`src/rtl/assert_macros.svh`:
```
`ifndef ASSERT_MACROS_SVH
`define ASSERT_MACROS_SVH

// Clocked property, ignored while reset is held.
`define LRR_ASSERT(name, clk, rst_n, prop) \
  name: assert property (@(posedge clk) disable iff (!rst_n) prop) \
    else $error("lcg_ranged_random: property violated");

// Condition that must never hold at a clock edge.
`define LRR_ASSERT_NEVER(name, clk, rst_n, cond) \
  `LRR_ASSERT(name, clk, rst_n, !(cond))

`endif

```
`src/rtl/lrr_pkg.sv`:
```
`timescale 1ns / 1ps
package lrr_pkg;

  // Command carried in tuser of the input beat.
  localparam logic CMD_RESEED = 1'b0;
  localparam logic CMD_DRAW   = 1'b1;

  // Generator step: seed = seed * LCG_MUL + LCG_ADD (mod 2^32).
  localparam logic [31:0] LCG_MUL = 32'd214013;
  localparam logic [31:0] LCG_ADD = 32'd2531011;

  // Raw draw is seed bits [RAW_LSB + RAW_W - 1 : RAW_LSB].
  localparam int RAW_W   = 15;
  localparam int RAW_LSB = 16;

  // Status of the serial remainder unit.
  typedef struct packed {
    logic busy;
    logic done;
  } lrr_div_stat_t;

endpackage

```
`src/rtl/lrr_divider.sv`:
```
`timescale 1ns / 1ps
`include "assert_macros.svh"

// Restoring remainder, one dividend bit per cycle.
module lrr_divider
  import lrr_pkg::*;
#(
  parameter int DW = 15
) (
  input  logic                 clk,
  input  logic                 rst_n,
  input  logic                 start,
  input  logic [RAW_W-1:0]     dividend,
  input  logic [DW-1:0]        divisor,
  output lrr_div_stat_t        stat,
  output logic [DW-1:0]        remainder
);

  localparam int CNT_W = $clog2(RAW_W + 1);

  logic             busy_r;
  logic             done_r;
  logic [CNT_W-1:0] cnt_r;
  logic [DW-1:0]    rem_r;
  logic [RAW_W-1:0] dvd_r;
  logic [DW-1:0]    dsr_r;

  logic [DW:0]      trial;
  logic [DW:0]      diff;
  logic [DW-1:0]    rem_nxt;

  always_comb begin
    trial   = {rem_r, dvd_r[RAW_W-1]};
    diff    = trial - {1'b0, dsr_r};
    // keep the difference when the divisor fits, else the shifted partial
    rem_nxt = (trial >= {1'b0, dsr_r}) ? diff[DW-1:0] : trial[DW-1:0];
  end

  always_ff @(posedge clk) begin
    if (!rst_n) begin
      busy_r <= 1'b0;
      done_r <= 1'b0;
      cnt_r  <= '0;
    end else begin
      // flag done for one cycle after the last bit
      done_r <= !start && busy_r && (cnt_r == CNT_W'(1));
      if (start) begin
        busy_r <= 1'b1;
        cnt_r  <= CNT_W'(RAW_W);
      end else if (busy_r) begin
        cnt_r <= cnt_r - CNT_W'(1);
        if (cnt_r == CNT_W'(1)) begin
          busy_r <= 1'b0;
        end
      end
    end
  end

  always_ff @(posedge clk) begin
    if (start) begin
      rem_r <= '0;
      dvd_r <= dividend;
      dsr_r <= divisor;
    end else if (busy_r) begin
      rem_r <= rem_nxt;
      dvd_r <= {dvd_r[RAW_W-2:0], 1'b0};
    end
  end

  assign stat.busy = busy_r;
  assign stat.done = done_r;
  assign remainder = rem_r;

  `LRR_ASSERT(a_rem_below_divisor, clk, rst_n, (busy_r || done_r) |-> (rem_r < dsr_r))
  `LRR_ASSERT(a_done_after_busy, clk, rst_n, done_r |-> $past(busy_r))
  `LRR_ASSERT_NEVER(a_no_restart, clk, rst_n, start && busy_r)

endmodule

```
`src/rtl/lcg_ranged_random.sv`:
```
// Path: reseed S_IDLE, S_OUT; refused draw S_IDLE, S_CHECK, S_OUT; draw S_IDLE, S_CHECK,
//   S_ADV, S_DIV, S_OUT, then the output register. Throughput: one item at a time.
// The draw time is set by the serial remainder unit, which retires one raw bit per cycle.
// The next input beat is taken while a result beat still waits in the output register.
// Reset (rst_n low, synchronous) clears the sequencer, the output valid and the seed to 0.
`timescale 1ns / 1ps
`include "assert_macros.svh"

module lcg_ranged_random
  import lrr_pkg::*;
#(
  parameter int unsigned RANGE_LIMIT = 32767
) (
  input  logic        clk,
  input  logic        rst_n,
  // input channel
  input  logic        in_tvalid,
  output logic        in_tready,
  input  logic [95:0] in_tdata,   // [31:0] new_seed, [63:32] range_low, [95:64] range_high
  input  logic        in_tuser,   // [0] command
  // result channel
  output logic        out_tvalid,
  input  logic        out_tready,
  output logic [31:0] out_tdata,  // [31:0] value
  output logic [1:0]  out_tuser   // [0] range_error, [1] bounds_swapped
);

  // Divisor is span + 1, which never exceeds RANGE_LIMIT.
  localparam int DIV_W = $clog2(RANGE_LIMIT + 1);

  typedef enum logic [2:0] {
    S_IDLE,
    S_CHECK,
    S_ADV,
    S_DIV,
    S_OUT
  } state_t;

  state_t             state_r, state_nxt;
  logic [31:0]        seed_r, seed_nxt;
  logic signed [31:0] lo_r, lo_nxt;
  logic signed [31:0] hi_r, hi_nxt;
  logic               swapped_r, swapped_nxt;
  logic [DIV_W-1:0]   divisor_r, divisor_nxt;
  logic [31:0]        res_value_r, res_value_nxt;
  logic               res_err_r, res_err_nxt;
  logic               out_tvalid_r, out_tvalid_nxt;
  logic [31:0]        out_value_r, out_value_nxt;
  logic               out_err_r, out_err_nxt;
  logic               out_swp_r, out_swp_nxt;

  logic               in_acc;
  logic signed [31:0] in_lo;
  logic signed [31:0] in_hi;
  logic [32:0]        span;
  logic [31:0]        seed_step;
  logic               div_start;
  lrr_div_stat_t      div_stat;
  logic [DIV_W-1:0]   div_rem;

  assign in_acc = in_tvalid && in_tready;
  assign in_lo  = $signed(in_tdata[63:32]);
  assign in_hi  = $signed(in_tdata[95:64]);

  // Span of ordered bounds is non-negative and needs 33 bits.
  assign span = {hi_r[31], hi_r} - {lo_r[31], lo_r};

  // Advance the generator: one 32 x 18 multiply, truncated to 32 bits.
  assign seed_step = seed_r * LCG_MUL + LCG_ADD;

  assign div_start = (state_r == S_ADV);

  lrr_divider #(
    .DW(DIV_W)
  ) u_div (
    .clk      (clk),
    .rst_n    (rst_n),
    .start    (div_start),
    .dividend (seed_step[RAW_LSB +: RAW_W]),
    .divisor  (divisor_r),
    .stat     (div_stat),
    .remainder(div_rem)
  );

  always_comb begin
    state_nxt      = state_r;
    seed_nxt       = seed_r;
    lo_nxt         = lo_r;
    hi_nxt         = hi_r;
    swapped_nxt    = swapped_r;
    divisor_nxt    = divisor_r;
    res_value_nxt  = res_value_r;
    res_err_nxt    = res_err_r;
    out_tvalid_nxt = out_tvalid_r;
    out_value_nxt  = out_value_r;
    out_err_nxt    = out_err_r;
    out_swp_nxt    = out_swp_r;

    // drop the result beat once it is taken
    if (out_tvalid_r && out_tready) begin
      out_tvalid_nxt = 1'b0;
    end

    unique case (state_r)
      S_IDLE: begin
        if (in_acc) begin
          if (in_tuser == CMD_RESEED) begin
            seed_nxt      = in_tdata[31:0];
            swapped_nxt   = 1'b0;
            res_value_nxt = '0;
            res_err_nxt   = 1'b0;
            state_nxt     = S_OUT;
          end else begin
            // order the bounds and flag a reversed pair
            swapped_nxt = (in_hi < in_lo);
            lo_nxt      = (in_hi < in_lo) ? in_hi : in_lo;
            hi_nxt      = (in_hi < in_lo) ? in_lo : in_hi;
            state_nxt   = S_CHECK;
          end
        end
      end
      S_CHECK: begin
        if (span >= 33'(RANGE_LIMIT)) begin
          // refuse the draw, hold the seed
          res_value_nxt = '0;
          res_err_nxt   = 1'b1;
          state_nxt     = S_OUT;
        end else begin
          divisor_nxt = span[DIV_W-1:0] + DIV_W'(1);
          res_err_nxt = 1'b0;
          state_nxt   = S_ADV;
        end
      end
      S_ADV: begin
        seed_nxt  = seed_step;
        state_nxt = S_DIV;
      end
      S_DIV: begin
        if (div_stat.done) begin
          res_value_nxt = lo_r + 32'(div_rem);
          state_nxt     = S_OUT;
        end
      end
      S_OUT: begin
        // load the output register as soon as it is free
        if (!out_tvalid_r || out_tready) begin
          out_tvalid_nxt = 1'b1;
          out_value_nxt  = res_value_r;
          out_err_nxt    = res_err_r;
          out_swp_nxt    = swapped_r;
          state_nxt      = S_IDLE;
        end
      end
      default: state_nxt = S_IDLE;
    endcase
  end

  always_ff @(posedge clk) begin
    if (!rst_n) begin
      state_r      <= S_IDLE;
      seed_r       <= '0;
      out_tvalid_r <= 1'b0;
    end else begin
      state_r      <= state_nxt;
      seed_r       <= seed_nxt;
      out_tvalid_r <= out_tvalid_nxt;
    end
  end

  always_ff @(posedge clk) begin
    lo_r        <= lo_nxt;
    hi_r        <= hi_nxt;
    swapped_r   <= swapped_nxt;
    divisor_r   <= divisor_nxt;
    res_value_r <= res_value_nxt;
    res_err_r   <= res_err_nxt;
    out_value_r <= out_value_nxt;
    out_err_r   <= out_err_nxt;
    out_swp_r   <= out_swp_nxt;
  end

  assign in_tready  = (state_r == S_IDLE);
  assign out_tvalid = out_tvalid_r;
  assign out_tdata  = out_value_r;
  assign out_tuser  = {out_swp_r, out_err_r};

  `LRR_ASSERT(a_err_value_zero, clk, rst_n, (out_tvalid_r && out_err_r) |-> (out_value_r == 32'd0))
  `LRR_ASSERT(a_seed_hold, clk, rst_n, ((state_r != S_ADV) && !(in_acc && (in_tuser == CMD_RESEED))) |=> $stable(seed_r))
  `LRR_ASSERT_NEVER(a_idle_div_busy, clk, rst_n, (state_r == S_IDLE) && div_stat.busy)

endmodule

```
`config.mk`:
```
export PLATFORM = sky130hd
export DESIGN_NAME = lcg_ranged_random
export DESIGN_NICKNAME = d
export VERILOG_FILES = /design/src/rtl/lrr_pkg.sv /design/src/rtl/lrr_divider.sv /design/src/rtl/lcg_ranged_random.sv
export VERILOG_INCLUDE_DIRS = /design/src /design/src/rtl
export SDC_FILE = /design/constraint.sdc
export NUM_CORES = 1
export LEC_CHECK = 0
export BUFFER_PORTS_ARGS = -buffer_cell sky130_fd_sc_hd__buf_2
export CAP_MARGIN = 20
export CELL_PAD_IN_SITES_DETAIL_PLACEMENT = 2
export CELL_PAD_IN_SITES_GLOBAL_PLACEMENT = 2
export CORE_ASPECT_RATIO = 1.25
export CORE_UTILIZATION = 37
export DETAILED_ROUTE_END_ITERATION = 10
export PLACE_DENSITY = 0.9
export SLEW_MARGIN = 5
export SYNTH_ARGS = -nofsm -noshare
export SYNTH_HDL_FRONTEND = slang
export SYNTH_SLANG_ARGS = --single-unit
export TNS_END_PERCENT = 20
```
`constraint.sdc`:
```
create_clock -name clk -period 6 [get_ports clk]
set_input_delay 0.3 -clock clk [delete_from_list [all_inputs] [get_ports clk]]
set_output_delay 0.3 -clock clk [all_outputs]
set_load 0.005 [all_outputs]
```
======== After elaboration in Yosys (flattened, before gate mapping) ========
Index checks and enable logic that the tools add are counted.
word-level totals
  bits in registers ....................... 234
  input bits .............................. 101
  output and inout port bits .............. 36
cells by class
  add/subtract/negate cells ............... 6
  $mul .................................... 1
  order comparisons ....................... 3
  eq/ne operators ......................... 10
  mux-type cells .......................... 31
  bitwise operators ....................... 1
  reductions and logical operators ........ 20
operators by type and width
  kind                                                                      count
  32-bit two-way mux                                                        8
  32-bit case mux with 3 select lines                                       1
  32-bit case mux with 2 select lines                                       1
  15-bit two-way mux                                                        3
  33-bit by 15-bit >= comparator with 1-bit output (second input constant)  1
  32-bit by 32-bit subtractor with 33-bit output                            1
  32-bit by 15-bit adder with 32-bit output                                 1
  32-bit by 22-bit adder with 32-bit output (second input constant)         1
  32-bit less-than comparator                                               1
  32-bit by 18-bit multiplier with 32-bit output (second input constant)    1
  16-bit by 15-bit >= comparator with 1-bit output                          1
  15-bit by 1-bit adder with 15-bit output (second input constant)          1
  3-bit two-way mux                                                         5
  3-bit case mux with 5 select lines                                        1
  15-bit subtractor                                                         1
  3-bit AND reduction                                                       4
  1-bit two-way mux                                                         9
  4-bit two-way mux                                                         2
  3-bit by 2-bit equality test with 1-bit output (second input constant)    2
  2-bit inequality test (second input constant)                             3
  2-bit AND reduction                                                       3
  2-bit nonzero test                                                        3
  5-bit AND reduction                                                       1
  4-bit by 1-bit equality test with 1-bit output (second input constant)    1
  11 further kinds                                                          16

======== Longest topological paths before layout ========
Gate-level depths: netlist of the first run.
  word-level depth ........................ 4
  depth in mapped cells ................... 24
  gate-level depth less buffers ........... 24

======== By module ========
Synthesis of the first run repeated with hierarchy kept, for this count alone.
second synthesis, totals
  cell total of the unflattened synthesis .. 2138
  area total of the unflattened synthesis .. 21439.3 µm²
modules (own cells, without submodules)
  module             instances  cells each  area an instance (µm²)  sequential area each (µm²)
  lcg_ranged_random  1          1864        18581.6                 5114.9
  lrr_divider        1          274         2857.7                  1321.3

======== Least setup slack after synthesis of the first run ========
No wires, ideal clock.
  path type ............................... register to register
  from .................................... reg seed_r[0]
  to ...................................... reg u_div.dvd_r[11] (data pin)
  library setup time ...................... 0.268 ns
  arrival ................................. 5.885 ns
  required time ........................... 5.732 ns
  setup slack ............................. -0.153 ns
  stages on the path, launching flop included .. 24
  buffers on the path ..................... 1
  period minus slack after synthesis ...... 6.153 ns
  cells stage by stage .................... dfxtp_1 > fa_1 > clkbuf_1 > xor2_1 > ha_1 > inv_1 > fa_1 > inv_1 > ha_1 > inv_1 > fa_1 > fa_1 > inv_1 > ha_1 > a21o_1 > a2111oi_0 > a21boi_0 > or4b_2 > a21oi_1 > o41ai_1 > nor2_1 > a21o_1 > xnor2_1 > o21ai_0
between the ends
  word-level cells in the longest chain between the ends .. 3
RTL lines
  item                                            line                      source
  start: declaration                              lcg_ranged_random.sv:40   logic [31:0] seed_r, seed_nxt;
  start signal: assignment                        lcg_ranged_random.sv:165  seed_r <= seed_nxt;
  32-bit by 18-bit multiplier with 32-bit output  lcg_ranged_random.sv:69   assign seed_step = seed_r * LCG_MUL + LCG_ADD;
  32-bit by 22-bit adder with 32-bit output       lcg_ranged_random.sv:69
  15-bit two-way mux                              lrr_divider.sv:60         if (start) begin
  end signal: assignment                          lrr_divider.sv:62         dvd_r <= dividend;
  end signal: assignment                          lrr_divider.sv:66         dvd_r <= {dvd_r[RAW_W-2:0], 1'b0};
  end: declaration                                lrr_divider.sv:25         logic [RAW_W-1:0] dvd_r;
Every way passes these cells.
A chain may end at the register's enable or synchronous reset.

======== Worst setup path in the final report of the first run ========
  from .................................... reg seed_r[12]
  to ...................................... reg u_div.dvd_r[12] (data pin)
Same word-level chain as after synthesis.

==> impl_results.md, run 1 <==
- Ys async rst share: 0
- Clock-pin slew on the worst setup and hold paths: 0.08 ns
- Share of layout cells above drive strength 1: 0.233
- Overall die width: 216 um
- Residual DRC count: 0
- Cts bufs inserted: 28
- Later-pin clock latency in the skew report: 0.58 ns
- R2R Path Start: seed_r[12]
- Antenna violations before repair: 1
- Setup crit start kind: register
- Hold_sp: in_tdata[25]
- Top FF cell, synth: edfxtp_1
- I/O Buffers: 135
- Setup Skew: 0.0172 ns
- R2R depth: 23
- Total wire length: 86900 um
- Max transition margin: 0.247
- Initial Util: 0.376
- Largest net degree at the start of global routing: 72
- CP Capture Type: register
- Yosys warnings: 0
- Maximum achievable frequency: 0.159 GHz
- Outcome: complete, but fails checks
- DRT iter0 DRCs: 671
- Post-route setup slack: -0.272 ns
- CTS tree: yes
- Crit-path max FO: 4
- Max Root-Sink Buffers: 3
- H-Tree Depth: 1
- Ports: 137
- Syn_nets: 2649
- Global-route wire length before repair: 125000 um
- CTS root buf: clkbuf_16
- RSZ-0062 raised after global routing: true
- Post-synthesis cell area: 21200 um2
- Hold Path End: seed_r[25]
- GR Overflow Total: 0
- WL per Instance: 27.3 um
- Vias in the first global route: 20859
- Post-DP HPWL: 63400 um
- EDFF count, synth: 177
- Reg2Reg Setup Slack: -0.27 ns
- Worst hold stages: 3
- Final slew viol count: 0
- Critical path startpoint: seed_r[12]
- # clock sinks: 233
- Final period util: 1.05
- Die height: 270 um
- DR vias: 17646
- Final #Nets: 2926
- Final setup vio count: 20
- Vias/cell: 5.55
- Synth-to-Final Area Change: 20.5%
- Avg Cell Area, Syn: 9.92 um2
- Total Routing Usage GR: 0.280
- #FFs+latches synth: 233
- Reg-to-reg endpoint: u_div.dvd_r[12]
- Core area: 56400 um2
- Mapped Cells: 2140
- Row count: 97
- Ant diodes: 0
- Critical path class: reg -> reg
- Synth unique cells: 75
- First-pass iteration count of the detailed router: 5
- GP Congestion: 0.888
- Final Hold Viols: 0
- Setup WS pre-CTS: -0.920 ns
- Min Tclk post-route: 6.27 ns
- Crit path arrival time: 6.57 ns
- Measured slew at the worst slew-check pin: 1.13 ns
- Worst hold path type: in -> reg
- Failing checks: setup timing
- Final ANT Viol Nets: 0
- Register area share after synthesis: 0.303
- Worst Path Required: 6.30 ns
- MaxCap Viol Count: 0
- Die area: 58400 um2
- Layout Utilization: 0.453
[worst max path at each step]
stage	endpoint	slack, ns	cells after the start
global placement	u_div.dvd_r[13]	-0.23	24
detailed placement	u_div.dvd_r[12]	-0.92	22
CTS	u_div.dvd_r[11]	-0.02	23
global route	seed_r[23]	-0.44	24
finish	u_div.dvd_r[12]	-0.27	23
floorplan	u_div.dvd_r[11]	0.05	23
[sequential cells by signal (all words and copies together), names as in the netlist, 4 cells and up]
signal and cells:
hi_r 32, u_div.cnt_r 4, lo_r 32, res_value_r 32, u_div.remainder 15, u_div.dsr_r 15, u_div.dvd_r 15, divisor_r 15
seed_r 31, out_tdata 32
[cell usage in the layout (no fill, tap or decap), drive strengths merged, types with 6 or more instances in the layout]
| cell type | synthesis | layout |
|---|---|---|
| and3 | 16 | 16 |
| mux2 | 65 | 65 |
| ha | 228 | 228 |
| xor2 | 35 | 35 |
| a21o | 56 | 56 |
| o211ai | 10 | 10 |
| a31oi | 16 | 16 |
| o21a | 19 | 19 |
| a21boi | 11 | 11 |
| nor2b | 20 | 20 |
| or3 | 11 | 11 |
| nand2b | 19 | 19 |
| edfxtp | 177 | 177 |
| a21oi | 110 | 110 |
| nor3b | 8 | 8 |
| xnor2 | 80 | 80 |
| o21bai | 10 | 10 |
| and2 | 10 | 10 |
| nand2 | 105 | 105 |
| a311oi | 9 | 9 |
| clkinv | 0 | 13 |
| o21ai | 76 | 76 |
| nor3 | 28 | 28 |
| nand4 | 18 | 18 |
| nor2 | 122 | 122 |
| or2 | 9 | 9 |
| inv | 435 | 439 |
| mux2i | 9 | 9 |
| buf | 13 | 291 |
| fa | 180 | 180 |
| nand3b | 8 | 8 |
| clkbuf | 37 | 30 |
| dfxtp | 56 | 56 |
| dlygate4sd3 | 0 | 6 |
| nand3 | 33 | 33 |
| a211oi | 24 | 24 |
[final cells by class]
| class | instances | area (um2) |
|---|---|---|
| clock buffers | 30 | 729 |
| multi-input cells | 1422 | 13600 |
| well taps | 742 | 928 |
| fillers | 5855 | 30800 |
| repair buffers | 297 | 2000 |
| flip-flops and latches | 233 | 6480 |
| clock inverters | 22 | 230 |
| inverters | 435 | 1640 |
[synth_stat cells, types with 8 or more instances]
library cell,number,area [um2]
o21ai_0,74,370
ha_1,228,2850
a21o_1,56,420
nand4_1,18,113
nor3_1,28,140
edfxtp_1,177,5320
nor2b_1,20,125
o211ai_1,10,75.1
nand2b_1,19,119
inv_1,435,1630
a21boi_0,11,82.6
a31oi_1,16,100
xor2_1,35,307
or3_1,11,68.8
nand3_1,32,160
a211oi_1,24,180
fa_1,180,3600
and2_1,10,62.6
mux2i_1,9,90.1
nand3b_1,8,60.1
or2_2,9,56.3
o21bai_1,10,75.1
and3_1,16,100
o21a_1,19,143
a311oi_1,9,78.8
mux2_2,65,732
nand2_1,105,394
dfxtp_1,56,1120
nor3b_1,8,60.1
clkbuf_1,37,139
xnor2_1,80,701
nor2_1,122,458
a21oi_1,110,551
[per-stage QoR]
stage	TNS [ns]	cell area, um2	hold WS [ns]	std cells
3_3_place_gp	-2.06	23600	0.401	3089
6_report	-2.90	25600	0.0298	3181
4_1_cts	-0.0277	25100	0.00217	3161
2_1_floorplan	0	21200	0.400	2140
5_1_grt	-5.55	25600	0.0289	3181
3_5_place_dp	-14.64	23600	0.406	3090
[cells by family after synthesis]
| kind of cell | count (synthesis) | share of synthesized area |
|---|---|---|
| and+or+nand+nor | 437 | 0.103 |
| buffers and inverters | 485 | 0.0863 |
| adders and majority gates | 408 | 0.304 |
| DFF | 233 | 0.303 |
| xor gates and xnor gates | 115 | 0.0474 |
| AOI/OAI and AO/OA | 388 | 0.117 |
| muxes | 74 | 0.0387 |
[layer usage]
layer / up-vias / share of wire / global-route usage / routed length [um]
met3: 274 / 0.030 / 0.0259 / 2610
met1: 9099 / 0.34 / 0.279 / 29800
met4: 2 / 0.067 / 0.138 / 5850
li1: 7755 / - / - / -
met2: 516 / 0.56 / 0.566 / 48600
met5: - / 0.00013 / 0 / 11
[critical path, stage by stage, from the launching register on]
cell and delay, ns:
dfxtp_4 0.38, buf_6 0.14, fa_2 0.44, inv_4 0.11
fa_2 0.51, fa_2 0.55, fa_1 0.54, inv_1 0.07
fa_1 0.57, inv_1 0.07, fa_1 0.51, inv_2 0.07
ha_4 0.26, nor2_4 0.10, nor2_2 0.06, o21ai_2 0.16
nand2_1 0.13, a31oi_4 0.26, o21ai_2 0.09, buf_4 0.17
a31oi_4 0.26, nor4b_4 0.08, a211oi_2 0.31, nand2_1 0.14
[timing repair]
| item | in CTS | in global routing |
|---|---|---|
| pin swaps | 51 | 82 |
| gates resized for setup | 94 | 100 |
| hold buffers | 6 | 0 |
| gates cloned | 0 | 0 |
| hold endpoints to repair | 6 | 0 |
| setup buffers | 13 | 19 |
| endpoints found under the setup margin | 30 | 27 |
Power of run 1 is not shown: default switching activity piles up to over one toggle a cycle in this logic, so the estimate is an artifact.
==> run 2: changes to the inputs <==
--- a/config.mk
+++ b/config.mk
@@ -6,14 +6,14 @@
 export SDC_FILE = /design/constraint.sdc
 export NUM_CORES = 1
 export LEC_CHECK = 0
-export BUFFER_PORTS_ARGS = -buffer_cell sky130_fd_sc_hd__buf_2
 export CAP_MARGIN = 20
 export CELL_PAD_IN_SITES_DETAIL_PLACEMENT = 2
 export CELL_PAD_IN_SITES_GLOBAL_PLACEMENT = 2
 export CORE_ASPECT_RATIO = 1.25
-export CORE_UTILIZATION = 37
+export CORE_UTILIZATION = 39
 export DETAILED_ROUTE_END_ITERATION = 10
-export PLACE_DENSITY = 0.9
+export DONT_BUFFER_PORTS = 1
+export PLACE_DENSITY = 0.91
 export SLEW_MARGIN = 5
 export SYNTH_ARGS = -nofsm -noshare
 export SYNTH_HDL_FRONTEND = slang
==> run 2 against run 1 <==
Net effect: the flow still finishes with violations (setup timing); critical path type unchanged; die area decreased by 5.1%; sequential share of layout area decreased by 0.29 points; highest routed layer is now met4; cell count down 1.1%; cell area up 1.2%; core utilization increased by 2.8 points; maximum frequency increased by 0.39%; wire length up 8.9%; first-iteration DRC count up 47%; sequential cell count unchanged; register-to-register slack better by 0.02 ns; non-clock buffer count down 20; clock-buffer cell count is 4 higher.
==> impl_results.md, run 2 (synthesized netlist as in run 1, its figures left out) <==
- VDD IR max: 545 uV
- Critical path class: reg -> reg
- Psw: 8.87 mW
- Min Tclk post-route: 6.25 ns
- Row count: 95
- Layout Utilization: 0.482
- Die area: 55400 um2
- Crit-path max cell delay: 0.59 ns
- Total wire length: 94600 um
- Vias/cell: 5.78
- Leading cell type in the layout, fill and taps excluded: inv_1
- MaxCap Viol Count: 0
- Number of fill cells: 5507
- Overall die width: 211 um
- Crit path arrival time: 6.73 ns
- Global-route wire length before repair: 135000 um
- CP Capture Type: register
- Delay-heaviest family, CP: adder cells
- Most used cell, CP: buf_4
- Pleak: 11.7 nW
- Final #Nets: 2906
- Final Hold Viols: 0
- H-Tree Depth: 1
- Crit-path max FO: 4
- I/O Buffers: 0
- Core area: 53700 um2
- Most frequent cells in the layout: inv_1, ha_1, edfxtp_1
- Comb pwr share: 0.788
- Vias in the first global route: 21402
- Clock-pin slew on the worst setup and hold paths: 0.07 ns
- Max transition margin: 0.233
- Die height: 263 um
- Slowest stage cell, crit path: fa_1
- Ant diodes: 0
- Total Routing Usage GR: 0.327
- Final period util: 1.04
- Ports: 137
- Final setup vio count: 21
- Final ANT Viol Nets: 0
- Later-pin clock latency in the skew report: 0.58 ns
- Measured slew at the worst slew-check pin: 1.15 ns
- Failing checks: setup timing
- Maximum achievable frequency: 0.160 GHz
- Final setup TNS: -2.85 ns
- Switching fraction of total power: 0.498
- Sequential Power Share: 0.110
- # clock sinks: 233
- GP Congestion: 0.865
- Worst hold path type: in -> reg
- Worst Path Buf+Inv: 8
- RSZ-0062 raised after global routing: true
- Initial Util: 0.395
- DR vias: 18183
- Area after detailed placement: 23000 um2
- Antenna violations before repair: 0
- WL per Instance: 30.1 um
- DRT iter0 DRCs: 985
- Post-DP HPWL: 62000 um
- Post-layout instance area: 25900 um2
- Clock network fraction of total power: 0.102
- CTS tree: yes
- Largest net degree at the start of global routing: 71
- Pwr/cell area: 688 nW/um2
- CTS root buf: clkbuf_16
- Max Root-Sink Buffers: 3
- Worst Path Required: 6.48 ns
- Share of layout cells above drive strength 1: 0.175
- Setup Skew: 0.0195 ns
- Outcome: complete, but fails checks
- Pint: 8.94 mW
- Setup crit start kind: register
- GR Overflow Total: 0
- Cts bufs inserted: 28
- Hold Slack: 0.0274 ns
- Post-route setup slack: -0.247 ns
- Synth-to-Final Area Change: 21.9%
- First-pass iteration count of the detailed router: 5
- Final slew viol count: 0
- Setup WS pre-CTS: -0.679 ns
- Residual DRC count: 0
## run 2: what timing repair did
item,in CTS,in global routing
hold buffers,120,0
pin swaps,33,78
setup endpoints to repair,27,24
resized for setup,89,82
buffers inserted,12,19
hold endpoints to repair,91,0
## run 2: cell type report
cell class,count,area [um2],share of cell area
clock inverters,18,181,0.00701
clock buffers,34,744,0.0288
multi-input cells,1422,13500,0.522
flip-flops and latches,233,6480,0.251
repair buffers,277,2420,0.0937
well taps,727,910,0.0351
inverters,435,1640,0.0633
## run 2: path summary, 6_finish.rpt
check | startpoint | to | slack [ns] | cells past startpoint
worst min-delay path | in_tdata[3] | seed_r[3] | 0.03 | 2
worst min register to register | res_value_r[25] | out_tdata[25] | 0.42 | 0
worst max register to register | seed_r[10] | seed_r[28] | -0.25 | 25
worst max-delay path | seed_r[10] | seed_r[28] | -0.25 | 25
## run 2: power by group through the flow
stage,combinational [mW],clock (mW),sequential (mW)
final,14.0,1.82,1.96
after global routing,14.8,1.88,1.97
after CTS,12.0,1.80,1.95
after detailed placement,10.9,0,1.98
after global placement,9.59,0,1.96
after floorplan,6.40,0,1.94
## run 2: per-layer routing
layer	track usage	share of wire
met5	0	0
met4	0.193	0.079
met3	0.0431	0.041
met2	0.644	0.55
met1	0.318	0.33
## run 2: metrics by stage
step | instances | total power [mW]
after global placement | 2943 | 11.6
after CTS | 3128 | 15.8
after global routing | 3146 | 18.7
final | 3146 | 17.8
after floorplan | 2140 | 8.34
after detailed placement | 2944 | 12.9
Power figures use the tool's default switching activity.
